`src/rtl/lfu_pkg.sv`:
```
// Package for the LFU cache with expiry: sizes, codes, controller states
// and the command/status structs between controller and datapath. No dependencies.
`default_nettype none
package lfu_pkg;
    localparam int CAPACITY       = 16;
    localparam int USE_COUNT_BITS = 16;
    localparam int SLOT_BITS      = (CAPACITY > 1) ? $clog2(CAPACITY) : 1;
    localparam int CNT_BITS       = $clog2(CAPACITY + 1);
    localparam int CAP_REG_BITS   = 5;
    localparam logic [CAP_REG_BITS-1:0] CAP_RESET = CAP_REG_BITS'(16);

    typedef logic [USE_COUNT_BITS-1:0] t_uses;
    typedef logic [SLOT_BITS-1:0]      t_slot;
    typedef logic [CNT_BITS-1:0]       t_count;

    typedef enum logic [1:0] {
        OP_GET  = 2'd0,
        OP_PUT  = 2'd1,
        OP_TICK = 2'd2,
        OP_NONE = 2'd3
    } t_op;

    typedef enum logic [2:0] {
        ST_MISS     = 3'd0,
        ST_HIT      = 3'd1,
        ST_EXPIRED  = 3'd2,
        ST_UPDATED  = 3'd3,
        ST_INSERTED = 3'd4,
        ST_EVICTED  = 3'd5,
        ST_TICK     = 3'd6
    } t_status;

    typedef enum logic [2:0] {
        S_IDLE,
        S_SCAN,
        S_DECIDE,
        S_OUT
    } t_state;

    typedef struct packed {
        logic load;   // capture input item, clear scan state
        logic scan;   // examine one slot
        logic decide; // apply the operation
    } t_cmd;

    typedef struct packed {
        logic scan_last;
    } t_stat;
endpackage
`default_nettype wire

```
`src/rtl/lfu_if.sv`:
```
// Valid/ready channel interfaces for the LFU cache with expiry.
// No dependencies.
`default_nettype none
interface lfu_req_if;
    logic        valid;
    logic        ready;
    logic [1:0]  operation;
    logic signed [31:0] lookup_key;
    logic signed [31:0] store_value;
    logic [29:0] lifetime_ms;
    modport source (output valid, operation, lookup_key, store_value, lifetime_ms,
                    input ready);
    modport sink   (input valid, operation, lookup_key, store_value, lifetime_ms,
                    output ready);
endinterface

interface lfu_rsp_if;
    logic        valid;
    logic        ready;
    logic [2:0]  status;
    logic signed [31:0] read_value;
    logic signed [31:0] victim_key;
    modport source (output valid, status, read_value, victim_key, input ready);
    modport sink   (input valid, status, read_value, victim_key, output ready);
endinterface

interface lfu_cfg_if;
    logic       valid;
    logic       ready;
    logic [4:0] data;
    modport source (output valid, data, input ready);
    modport sink   (input valid, data, output ready);
endinterface
`default_nettype wire

```
`src/rtl/lfu_cache_with_expiry.sv`:
```
// Top level of the LFU cache with expiry: controller plus datapath.
// Depends on lfu_pkg, lfu_if, lfu_ctrl, lfu_dp.
//
//  channel | dir | fields
//  i_req   | in  | operation, lookup_key, store_value, lifetime_ms
//  o_rsp   | out | status, read_value, victim_key
//  i_cfg   | in  | data = active_capacity
//
// Each item passes through accept, a match/victim scan over every slot in turn,
// a decide step, then the result is held until taken.
// Synchronous active-low reset clears valid bits, clock, order counter; sets capacity to 16.
// A new item is accepted only after the previous result has been taken.
`default_nettype none
module lfu_cache_with_expiry (
    input  wire logic i_clk,
    input  wire logic i_rst_n,
    lfu_req_if.sink   i_req,
    lfu_rsp_if.source o_rsp,
    lfu_cfg_if.sink   i_cfg
);
    import lfu_pkg::*;

    t_cmd  cmd;
    t_stat stat;

    assign i_cfg.ready = 1'b1;

    lfu_ctrl u_ctrl (
        .i_clk, .i_rst_n,
        .i_in_valid (i_req.valid),
        .o_in_ready (i_req.ready),
        .o_out_valid(o_rsp.valid),
        .i_out_ready(o_rsp.ready),
        .i_stat     (stat),
        .o_cmd      (cmd)
    );

    lfu_dp u_dp (
        .i_clk, .i_rst_n,
        .i_cmd        (cmd),
        .o_stat       (stat),
        .i_operation  (i_req.operation),
        .i_lookup_key (i_req.lookup_key),
        .i_store_value(i_req.store_value),
        .i_lifetime_ms(i_req.lifetime_ms),
        .i_cfg_we     (i_cfg.valid),
        .i_cfg_data   (i_cfg.data),
        .o_status     (o_rsp.status),
        .o_read_value (o_rsp.read_value),
        .o_victim_key (o_rsp.victim_key)
    );
endmodule
`default_nettype wire

```
`src/rtl/lfu_ctrl.sv`:
```
// Controller FSM for the LFU cache: sequences load, slot scan, decide, output.
// Depends on lfu_pkg.
`default_nettype none
module lfu_ctrl (
    input  wire logic          i_clk,
    input  wire logic          i_rst_n,
    input  wire logic          i_in_valid,
    output logic               o_in_ready,
    output logic               o_out_valid,
    input  wire logic          i_out_ready,
    input  lfu_pkg::t_stat     i_stat,
    output lfu_pkg::t_cmd      o_cmd
);
    import lfu_pkg::*;

    t_state r_state, n_state;

    always_ff @(posedge i_clk) begin
        if (!i_rst_n) begin
            r_state <= S_IDLE;
        end else begin
            r_state <= n_state;
        end
    end

    always_comb begin
        n_state = r_state;
        unique case (r_state)
            S_IDLE:   if (i_in_valid) n_state = S_SCAN;
            S_SCAN:   if (i_stat.scan_last) n_state = S_DECIDE;
            S_DECIDE: n_state = S_OUT;
            S_OUT:    if (i_out_ready) n_state = S_IDLE;
            default:  n_state = S_IDLE;
        endcase
    end

    always_comb begin
        o_in_ready  = (r_state == S_IDLE);
        o_out_valid = (r_state == S_OUT);
        o_cmd.load   = (r_state == S_IDLE) && i_in_valid;
        o_cmd.scan   = (r_state == S_SCAN);
        o_cmd.decide = (r_state == S_DECIDE);
    end

    a_excl: assert property (@(posedge i_clk) disable iff (!i_rst_n)
        !(o_in_ready && o_out_valid)) else $error("ready and valid together");
    a_load: assert property (@(posedge i_clk) disable iff (!i_rst_n)
        o_cmd.load |=> o_cmd.scan) else $error("scan did not follow load");
    a_dec: assert property (@(posedge i_clk) disable iff (!i_rst_n)
        o_cmd.decide |=> o_out_valid) else $error("result not shown after decide");
endmodule
`default_nettype wire

```
`src/rtl/lfu_dp.sv`:
```
// Datapath for the LFU cache: slot store, one-slot-per-cycle scan for key match,
// victim and free slot, and the update/insert/evict logic. Depends on lfu_pkg.
`default_nettype none
module lfu_dp (
    input  wire logic          i_clk,
    input  wire logic          i_rst_n,
    input  lfu_pkg::t_cmd      i_cmd,
    output lfu_pkg::t_stat     o_stat,
    input  wire logic [1:0]    i_operation,
    input  wire logic [31:0]   i_lookup_key,
    input  wire logic [31:0]   i_store_value,
    input  wire logic [29:0]   i_lifetime_ms,
    input  wire logic          i_cfg_we,
    input  wire logic [4:0]    i_cfg_data,
    output logic [2:0]         o_status,
    output logic [31:0]        o_read_value,
    output logic [31:0]        o_victim_key
);
    import lfu_pkg::*;

    logic [CAPACITY-1:0] r_valid;
    logic [31:0] r_key   [CAPACITY];
    logic [31:0] r_value [CAPACITY];
    t_uses       r_uses  [CAPACITY];
    logic [31:0] r_dl    [CAPACITY];
    logic [31:0] r_stamp [CAPACITY];
    logic [31:0] r_clock, r_order;
    logic [CAP_REG_BITS-1:0] r_cap;

    logic [1:0]  r_op;
    logic [31:0] r_ikey, r_ival;
    logic [29:0] r_life;
    t_slot  r_idx;
    logic   r_hit_f;  t_slot r_hit;
    logic   r_free_f; t_slot r_free;
    logic   r_vic_f;  t_slot r_vic;
    t_uses  r_vic_uses;
    logic [31:0] r_vic_age;
    t_count r_cnt;
    logic [2:0]  r_status;
    logic [31:0] r_rval, r_vkey;
    logic [2:0]  n_status;
    logic [31:0] n_rval, n_vkey;

    logic [31:0] age;
    logic        better;
    assign age    = r_order - r_stamp[r_idx];
    assign better = !r_vic_f || (r_uses[r_idx] < r_vic_uses) ||
                    (r_uses[r_idx] == r_vic_uses && age > r_vic_age);
    assign o_stat.scan_last = (r_idx == t_slot'(CAPACITY - 1));

    // effective capacity clamp
    t_count eff_cap;
    always_comb begin
        if (r_cap == '0)
            eff_cap = t_count'(1);
        else if (32'(r_cap) > 32'(CAPACITY))
            eff_cap = t_count'(CAPACITY);
        else
            eff_cap = t_count'(r_cap);
    end

    logic [31:0] hit_diff;
    logic        hit_exp;
    logic        evict;
    t_slot       ins_slot;
    logic        ins_ok;
    assign hit_diff = r_clock - r_dl[r_hit];
    assign hit_exp  = hit_diff != '0 && !hit_diff[31];
    assign evict    = (r_cnt >= eff_cap) && r_vic_f;
    always_comb begin
        ins_slot = r_free;
        ins_ok   = r_free_f;
        if (evict && (!r_free_f || r_vic < r_free)) begin
            ins_slot = r_vic;
            ins_ok   = 1'b1;
        end
    end

    // result of the current transaction
    always_comb begin
        n_status = ST_MISS;
        n_rval   = '0;
        n_vkey   = '0;
        case (t_op'(r_op))
            OP_TICK: n_status = ST_TICK;
            OP_GET: begin
                if (r_hit_f) begin
                    if (hit_exp) begin
                        n_status = ST_EXPIRED;
                    end else begin
                        n_status = ST_HIT;
                        n_rval   = r_value[r_hit];
                    end
                end
            end
            OP_PUT: begin
                if (r_hit_f) begin
                    n_status = ST_UPDATED;
                end else begin
                    n_status = evict ? ST_EVICTED : ST_INSERTED;
                    if (evict) n_vkey = r_key[r_vic];
                end
            end
            default: ;
        endcase
    end

    always_ff @(posedge i_clk) begin
        if (!i_rst_n) begin
            r_valid <= '0;
            r_clock <= '0;
            r_order <= '0;
            r_cap   <= CAP_RESET;
        end else begin
            if (i_cfg_we) r_cap <= i_cfg_data;
            if (i_cmd.decide) begin
                unique case (t_op'(r_op))
                    OP_TICK: r_clock <= r_clock + 32'd1;
                    OP_GET: begin
                        if (r_hit_f) begin
                            if (hit_exp) begin
                                r_valid[r_hit] <= 1'b0;
                            end else begin
                                r_order <= r_order + 32'd1;
                            end
                        end
                    end
                    OP_PUT: begin
                        r_order <= r_order + 32'd1;
                        if (!r_hit_f) begin
                            // victim slot reused in place stays valid
                            if (evict && ins_slot != r_vic) r_valid[r_vic] <= 1'b0;
                            if (ins_ok) r_valid[ins_slot] <= 1'b1;
                        end
                    end
                    default: ;
                endcase
            end
        end
    end

    // payload, scan, result and slot store registers
    always_ff @(posedge i_clk) begin
        if (i_cmd.load) begin
            r_op <= i_operation; r_ikey <= i_lookup_key;
            r_ival <= i_store_value; r_life <= i_lifetime_ms;
            r_idx <= '0; r_hit_f <= 1'b0; r_free_f <= 1'b0; r_vic_f <= 1'b0;
            r_cnt <= '0; r_hit <= '0; r_free <= '0; r_vic <= '0;
        end
        if (i_cmd.scan) begin
            r_idx <= r_idx + t_slot'(1);
            if (!r_valid[r_idx]) begin
                if (!r_free_f) begin r_free_f <= 1'b1; r_free <= r_idx; end
            end else begin
                r_cnt <= r_cnt + t_count'(1);
                if (!r_hit_f && r_key[r_idx] == r_ikey) begin
                    r_hit_f <= 1'b1; r_hit <= r_idx;
                end
                if (better) begin
                    r_vic_f <= 1'b1; r_vic <= r_idx;
                    r_vic_uses <= r_uses[r_idx]; r_vic_age <= age;
                end
            end
        end
        if (i_cmd.decide) begin
            r_status <= n_status;
            r_rval   <= n_rval;
            r_vkey   <= n_vkey;
            unique case (t_op'(r_op))
                OP_TICK: ;
                OP_GET: begin
                    if (r_hit_f && !hit_exp) begin
                        if (r_uses[r_hit] != '1) r_uses[r_hit] <= r_uses[r_hit] + t_uses'(1);
                        r_stamp[r_hit] <= r_order;
                    end
                end
                OP_PUT: begin
                    if (r_hit_f) begin
                        if (r_uses[r_hit] != '1) r_uses[r_hit] <= r_uses[r_hit] + t_uses'(1);
                        r_stamp[r_hit] <= r_order;
                        r_value[r_hit] <= r_ival;
                        r_dl[r_hit]    <= r_clock + 32'(r_life);
                    end else if (ins_ok) begin
                        r_key[ins_slot]   <= r_ikey;
                        r_value[ins_slot] <= r_ival;
                        r_uses[ins_slot]  <= t_uses'(1);
                        r_dl[ins_slot]    <= r_clock + 32'(r_life);
                        r_stamp[ins_slot] <= r_order;
                    end
                end
                default: ;
            endcase
        end
    end

    assign o_status     = r_status;
    assign o_read_value = r_rval;
    assign o_victim_key = r_vkey;

    a_cnt: assert property (@(posedge i_clk) disable iff (!i_rst_n)
        i_cmd.scan |-> 32'(r_cnt) <= 32'(r_idx)) else $error("valid count ran ahead");
    a_tick: assert property (@(posedge i_clk) disable iff (!i_rst_n)
        (i_cmd.decide && r_op == OP_TICK) |=> r_clock == $past(r_clock) + 32'd1)
        else $error("tick did not advance clock");
    a_order: assert property (@(posedge i_clk) disable iff (!i_rst_n)
        !i_cmd.decide |=> $stable(r_order)) else $error("order counter moved outside decide");
endmodule
`default_nettype wire
```
`src/flat_wrapper.sv`:
```
// flat-port wrapper written by rule: the top's interface ports become plain ports
module lfu_cache_with_expiry_flat import lfu_pkg::*;
  (i_clk, i_rst_n, i_req_valid, i_req_operation, i_req_lookup_key, i_req_store_value, i_req_lifetime_ms, i_req_ready, o_rsp_valid, o_rsp_status, o_rsp_read_value, o_rsp_victim_key, o_rsp_ready, i_cfg_valid, i_cfg_data, i_cfg_ready);
  lfu_req_if i_req_i ();
  lfu_rsp_if o_rsp_i ();
  lfu_cfg_if i_cfg_i ();
  input  wire logic i_clk;
  input  wire logic i_rst_n;
  input wire logic [$bits(i_req_i.valid)-1:0] i_req_valid;
  input wire logic [$bits(i_req_i.operation)-1:0] i_req_operation;
  input wire logic [$bits(i_req_i.lookup_key)-1:0] i_req_lookup_key;
  input wire logic [$bits(i_req_i.store_value)-1:0] i_req_store_value;
  input wire logic [$bits(i_req_i.lifetime_ms)-1:0] i_req_lifetime_ms;
  output wire logic [$bits(i_req_i.ready)-1:0] i_req_ready;
  output wire logic [$bits(o_rsp_i.valid)-1:0] o_rsp_valid;
  output wire logic [$bits(o_rsp_i.status)-1:0] o_rsp_status;
  output wire logic [$bits(o_rsp_i.read_value)-1:0] o_rsp_read_value;
  output wire logic [$bits(o_rsp_i.victim_key)-1:0] o_rsp_victim_key;
  input wire logic [$bits(o_rsp_i.ready)-1:0] o_rsp_ready;
  input wire logic [$bits(i_cfg_i.valid)-1:0] i_cfg_valid;
  input wire logic [$bits(i_cfg_i.data)-1:0] i_cfg_data;
  output wire logic [$bits(i_cfg_i.ready)-1:0] i_cfg_ready;
  assign i_req_i.valid = i_req_valid;
  assign i_req_i.operation = i_req_operation;
  assign i_req_i.lookup_key = i_req_lookup_key;
  assign i_req_i.store_value = i_req_store_value;
  assign i_req_i.lifetime_ms = i_req_lifetime_ms;
  assign i_req_ready = i_req_i.ready;
  assign o_rsp_valid = o_rsp_i.valid;
  assign o_rsp_status = o_rsp_i.status;
  assign o_rsp_read_value = o_rsp_i.read_value;
  assign o_rsp_victim_key = o_rsp_i.victim_key;
  assign o_rsp_i.ready = o_rsp_ready;
  assign i_cfg_i.valid = i_cfg_valid;
  assign i_cfg_i.data = i_cfg_data;
  assign i_cfg_ready = i_cfg_i.ready;
  lfu_cache_with_expiry u_core (.i_clk(i_clk), .i_rst_n(i_rst_n), .i_req(i_req_i), .o_rsp(o_rsp_i), .i_cfg(i_cfg_i));
endmodule
```
`config.mk`:
```
export PLATFORM = sky130hd
export DESIGN_NAME = lfu_cache_with_expiry_flat
export DESIGN_NICKNAME = d
export VERILOG_FILES = /design/src/rtl/lfu_pkg.sv /design/src/rtl/lfu_if.sv /design/src/rtl/lfu_cache_with_expiry.sv /design/src/rtl/lfu_ctrl.sv /design/src/rtl/lfu_dp.sv /design/src/flat_wrapper.sv
export SDC_FILE = /design/constraint.sdc
export NUM_CORES = 2
export LEC_CHECK = 0
export BUFFER_PORTS_ARGS = -buffer_cell sky130_fd_sc_hd__buf_2
export CORE_UTILIZATION = 67
export DETAILED_ROUTE_END_ITERATION = 10
export PLACE_DENSITY_LB_ADDON = 0.2
export SYNTH_ARGS = -nofsm -noshare
export SYNTH_HDL_FRONTEND = slang
export SYNTH_SLANG_ARGS = --single-unit
```
`constraint.sdc`:
```
create_clock -name i_clk -period 14.8 [get_ports i_clk]
set_clock_uncertainty 0.2 [all_clocks]
set_input_delay 4.44 -clock i_clk [delete_from_list [all_inputs] [get_ports i_clk]]
set_output_delay 4.44 -clock i_clk [all_outputs]
set_load 0.02 [all_outputs]
```
**Yosys cells after proc, flatten, opt, wreduce, memory -nomap -nowiden**

Memory sizes are Yosys's and may differ from the RTL's. A register that Yosys moved wholly into a read port is not among the register bits.
Index checks and enable logic that the tools add are counted.

- Add/sub/neg operators: 8
- Order comparisons: 12
- Equality and inequality tests: 17
- Multiplexer cells: 102
- Bitwise gates (word level): 11
- Reduce and logical (&&, ||, !) cells: 36

Operators by type and width:

| kind | number |
|---|---|
| two-way mux 32 bit | 6 |
| two-way mux 16 bit | 11 |
| OR reduction 32 bit | 3 |
| two-way mux 4 bit | 22 |
| adder 32 x 1 -> 32 bit, second input constant | 2 |
| one-hot mux 32 bit (2 select lines) | 1 |
| subtractor 32 bit | 2 |
| two-way mux 1 bit | 44 |
| adder 32 x 30 -> 32 bit | 1 |
| AND 16 bit | 2 |
| == test 32 bit | 1 |
| greater-than comparator 32 bit | 1 |
| NOT 16 bit | 2 |
| one-hot mux 16 bit (2 select lines) | 1 |
| nonzero test 32 bit | 1 |
| two-way mux 5 bit | 5 |
| less-than comparator 4 x 5 -> 1 bit, second input constant | 4 |
| adder 16 x 1 -> 16 bit, second input constant | 1 |
| == test 16 bit | 1 |
| less-than comparator 16 bit | 1 |
| inequality test 16 bit, second input constant | 1 |
| OR 16 bit | 1 |
| OR reduction 16 bit | 1 |
| demux 1 bit (select 4 bit) | 3 |
| other kinds (33) | 68 |

- Register bits: 259
- Bits in writable memories: 2304
- Input port bits: 106
- Output and inout port bits: 70
- Word-level logic and storage cells: 211
- Memories kept: 5

Memory list:

| name | depth | width | read ports | clocked after Yosys merged registers in | wr ports | line | text |
|---|---|---|---|---|---|---|---|
| u_core.u_dp.r_dl | 16 | 32 | 1 | 1 | 1 | lfu_dp.sv:25 | `logic [31:0] r_dl [CAPACITY];` |
| u_core.u_dp.r_key | 16 | 32 | 2 | 2 | 1 | lfu_dp.sv:22 | `logic [31:0] r_key [CAPACITY];` |
| u_core.u_dp.r_stamp | 16 | 32 | 1 | 1 | 1 | lfu_dp.sv:26 | `logic [31:0] r_stamp [CAPACITY];` |
| u_core.u_dp.r_value | 16 | 32 | 1 | 1 | 1 | lfu_dp.sv:23 | `logic [31:0] r_value [CAPACITY];` |
| u_core.u_dp.r_uses | 16 | 16 | 2 | 2 | 1 | lfu_dp.sv:24 | `t_uses r_uses [CAPACITY];` |

**Logic depth before layout (Yosys ltp)**

- Depth in word-level cells: 18
- Mapped depth: 33
- Mapped depth without buffers: 27

**Modules after synthesis**

Synthesis repeated with hierarchy kept, for this count alone.

- Cells, all modules: 5635
- Area total of the unflattened synthesis: 112118.8 µm²

Modules (own cells, without submodules):

| module | times used | cells an instance | area an instance (µm²) |
|---|---|---|---|
| lfu_dp | 1 | 5611 | 111914.8 |
| lfu_ctrl | 1 | 22 | 192.7 |
| lfu_cache_with_expiry | 1 | 2 | 11.3 |

**Worst setup path after synthesis**

No wires, ideal clock.

- Path kind: register to register
- Start: reg u_core.u_dp.r_hit[0]
- End: mem u_core.u_dp.r_stamp[11][0] (enable)
- Setup time: 0.461 ns
- Arrival: 8.873 ns
- Data required time: 14.139 ns
- Path slack: 5.266 ns
- Stages on the path, launching flop included: 24
- Path buffers: 9
- Path through: dfxtp_1 > buf_2 > buf_4 > buf_4 > buf_4 > buf_2 > buf_2 > buf_2 > buf_2 > mux4_2 > mux4_2 > ha_1 > fa_1 > o2111ai_1 > a2111oi_0 > o2111ai_1 > or4_1 > a2111o_1 > a2111oi_4 > nand4_2 > a21oi_1 > o21ai_1 > clkbuf_1 > nor3_1

- Word-level cells in the longest chain between the ends: 1

RTL lines:

| element | line | text |
|---|---|---|
| start: declaration | lfu_dp.sv:34 | `logic r_hit_f; t_slot r_hit;` |
| start signal: assignment | lfu_dp.sv:149 | `r_cnt <= '0; r_hit <= '0; r_free <= '0; r_vic <= '0;` |
| start signal: assignment | lfu_dp.sv:158 | `r_hit_f <= 1'b1; r_hit <= r_idx;` |
| two-way mux 4 bit (no line) | - |  |
| end: declaration | lfu_dp.sv:26 |  |

No other way between the ends.

**Final worst setup path**

- Start: reg u_core.u_dp.r_hit[1]
- End: mem u_core.u_dp.r_uses[1][9] in the netlist's numbering (enable)

- Word-level cells in the longest chain between the ends: 1

RTL lines:

| element | line |
|---|---|
| two-way mux 4 bit (no line) | - |
| end: declaration | lfu_dp.sv:24 |

No other way between the ends.

==> reports/metrics.cfg <==
[layout]
final_area_um2 = 125000
n_fill_cell = 8677
drive_above_1_share_pct = 28.9
syn2layout_area_growth_pct = 11.3
layout.nets = 6213
diodes = 0

[logic_synthesis]
ys_top_cells_by_count = edfxtp_1 (2519), mux4_2 (965), clkbuf_1 (191), nor2_1 (176), inv_1 (175)
syn_nets = 5913
synth_top_area_share_pct = 67.6
synth-edff-count = 2519
async_flop_share_pct = 0
synth.area.top_cells = edfxtp_1 (68%), mux4_2 (19%), dfxtp_1 (2.0%)
yosys.area.top_type = edfxtp_1
ys_seq_area_share_pct = 69.6
avgSynthCellArea_um2 = 19.8
syn-cell-area_um2 = 112000
dominantRegCellSynth = edfxtp_1
ys_types = 79
yosysWarnings = 0
ys_ff_latch = 2630
yosysMostFrequentCell = edfxtp_1
syn_inst = 5647

[power_and_ir_drop]
leakage_nw = 39.6
cellPowerDensity_nw_per_um2 = 150
irDropWorstVdd_uv = 152
totalPowerFinal_w = 0.0187

[grt]
grt_pass1_vias = 62100
grt_util_all_layers_pct = 33.9
antenna_found_initial = 4
grt_overflow = 0
grt_max_degree = 125
grt_pass1_wl_um = 412000

[clocking]
clk_pin_slew_ns = 0.06
cts_tree = done
numCtsBuffers = 278
cts_htree_levels = 5
post-cts-setup-buffers = 0
cts_sinks = 2630
cts.repair.resized = 0
clk_latency_ns = 0.93
hold_buffers = 0
cts_root_buf = clkbuf_16
clock_path_buffers = 4

[setup_path]
reg2reg_slack_ns = 6.21
worstPathMaxFanout = 124
worstPathArrival_ns = 8.89
r2r_cells = 18
r2r-start = u_core.u_dp.r_hit[1]
cp.required_ns = 15.10
start_kind = flop
crit_path_start = u_core.u_dp.r_hit[1]
rr_endpoint = u_core.u_dp.r_uses[1][9]
end_kind = flop
crit_end = u_core.u_dp.r_uses[1][9]
worstSetupPathType = reg2reg

[status]
outcome = finished clean

[timing]
hold_viol = 0
drv_slew = 0
maxSlewHeadroom_pct = 8.59
max_freq_ghz = 0.116
tightest_slew_ns = 1.36
layout_setup_ws_ns = 6.21
setup_tns_ns = 0
finalCritPeriodShare_pct = 58.0
setup-violations-final = 0
fin_crit_ns = 8.59
rsz0062_at_grt = false

[routing]
via_per_inst = 7.28
drt-pass1-iter-count = 6
drt-wirelength-per-cell_um = 33.7
ant_nets = 0
drc_errors = 0
drt_iter0_drc = 7287
routed_wl_um = 281000
dr_total_vias = 60600

[die]
initial_utilization_pct = 67.7
die_h_um = 411
core_um2 = 165000
io_pins = 176
dieWidth_um = 411
die_area_um2 = 169000
rows = 149

[place]
placedInstanceArea_um2 = 116000
dp_slack_ns = 6.24
portBuffers = 174
gp_congestion = 0.904
hpwl_um = 150000

[run]
drv_cap = 0

[hold_path]
hp-class = reg2reg

[per-layer routing]
layer / GRT usage (%) / up-vias / part of all wire [%]
li1: - / 24100 / -
met1: 45.8 / 31300 / 36
met2: 55.5 / 4271 / 50
met3: 6.38 / 828 / 10
met4: 13.6 / 6 / 4.2
met5: 0 / - / 0.016
[report_power, final]
group / switching [W] / internal (W)
sequential: 0.000321 / 0.00857
combinational: 0.00168 / 0.00138
clock: 0.00279 / 0.00394
[sequential cells by signal, summed over array words and instances, names as in the netlist, 5 cells and up, named ones only]
signal	flops
u_core.u_dp.o_victim_key	32
u_core.u_dp.r_uses	256
u_core.u_dp.r_key	512
u_core.u_dp.r_cnt	5
u_core.u_dp.r_life	30
u_core.u_dp.r_vic_uses	16
u_core.u_dp.o_read_value	32
u_core.u_dp.r_order	32
u_core.u_dp.r_value	512
u_core.u_dp.r_clock	32
u_core.u_dp.r_dl	512
u_core.u_dp.r_stamp	512
u_core.u_dp.r_ival	32
u_core.u_dp.r_valid	16
u_core.u_dp.r_cap	5
u_core.u_dp.r_vic_age	32
u_core.u_dp.r_ikey	32
[logic make-up (layout without fill, tap and decap cells)]
| logic type | after synthesis | after routing | synth area share [%] |
|---|---|---|---|
| AOI/OAI and AO/OA | 538 | 538 | 3.04 |
| adders and majority gates | 160 | 160 | 1.81 |
| other | 1 | 1 | 0.00335 |
| DFF | 2630 | 2630 | 69.6 |
| xor gates and xnor gates | 146 | 146 | 1.14 |
| and+or+nand+nor | 718 | 718 | 3.21 |
| buffers and inverters | 471 | 958 | 1.66 |
| muxes | 983 | 983 | 19.6 |
[metrics by stage]
stage	std cells	hold WS [ns]	util, %
3_5_place_dp	7855	0.277	70.1
6_report	8323	0.290	75.4
2_1_floorplan	5647	0.259	-
5_1_grt	8323	0.320	75.4
3_3_place_gp	7855	0.270	70.1
4_1_cts	8322	0.286	75.3
[worst min path at each step]
stage	depth (start not counted)	slack (ns)	from	to
final	2	0.29	u_core.u_dp.r_valid[11]	u_core.u_dp.r_valid[11]
after global routing	2	0.32	u_core.u_dp.r_valid[0]	u_core.u_dp.r_valid[0]
after floorplan	2	0.26	u_core.u_dp.r_vic_f	u_core.u_dp.r_vic_f
after detailed placement	2	0.28	u_core.u_dp.r_valid[8]	u_core.u_dp.r_valid[8]
after global placement	2	0.27	u_core.u_dp.r_valid[0]	u_core.u_dp.r_valid[0]
after CTS	2	0.29	u_core.u_dp.r_valid[8]	u_core.u_dp.r_valid[8]
[worst max-delay path, cell delays in order (launching register included)]
cell and delay [ns]:
dfxtp_4 0.69, buf_4 0.57, buf_12 0.58, mux4_2 0.43, mux4_2 0.48, inv_1 0.13, ha_1 0.33, a21oi_1 0.18
nor2_1 0.06, a2111oi_0 0.69, o2111ai_1 0.20, or4_1 0.54, a2111o_1 0.45, a2111oi_4 0.34, nand4_2 0.30, a21oi_1 0.29
o211ai_1 0.12, buf_4 0.27, nor3_2 1.09
[area by class of cell]
cell class | count | area (µm²) | area share (%)
clock buffers | 360 | 7640 | 6.13
well taps | 2189 | 2740 | 2.20
multi-input cells | 2546 | 32700 | 26.2
repair buffers | 316 | 2000 | 1.61
inverters | 175 | 668 | 0.536
flip-flops and latches | 2630 | 77900 | 62.5
clock inverters | 107 | 987 | 0.792
[cell usage in the layout (no fill, tap or decap), types with 17 or more instances in the layout]
master,count
mux4_2,965
a21oi_1,163
clkbuf_1,56
a21o_1,51
nand2_1,141
edfxtp_1,2519
clkinv_2,41
nor2b_1,60
nand4_1,44
o31ai_1,38
buf_2,174
dfxtp_1,100
nor3_1,31
nor2_4,17
xor2_1,42
o21ai_0,118
clkinv_1,36
nor2_1,159
nor3_2,43
xnor2_1,104
inv_1,171
nand3_1,59
o21a_1,30
nand2b_1,20
buf_4,136
bufinv_16,18
clkbuf_16,288
and3_1,49
or3_1,19
ha_1,156
Power figures use the tool's default switching activity.
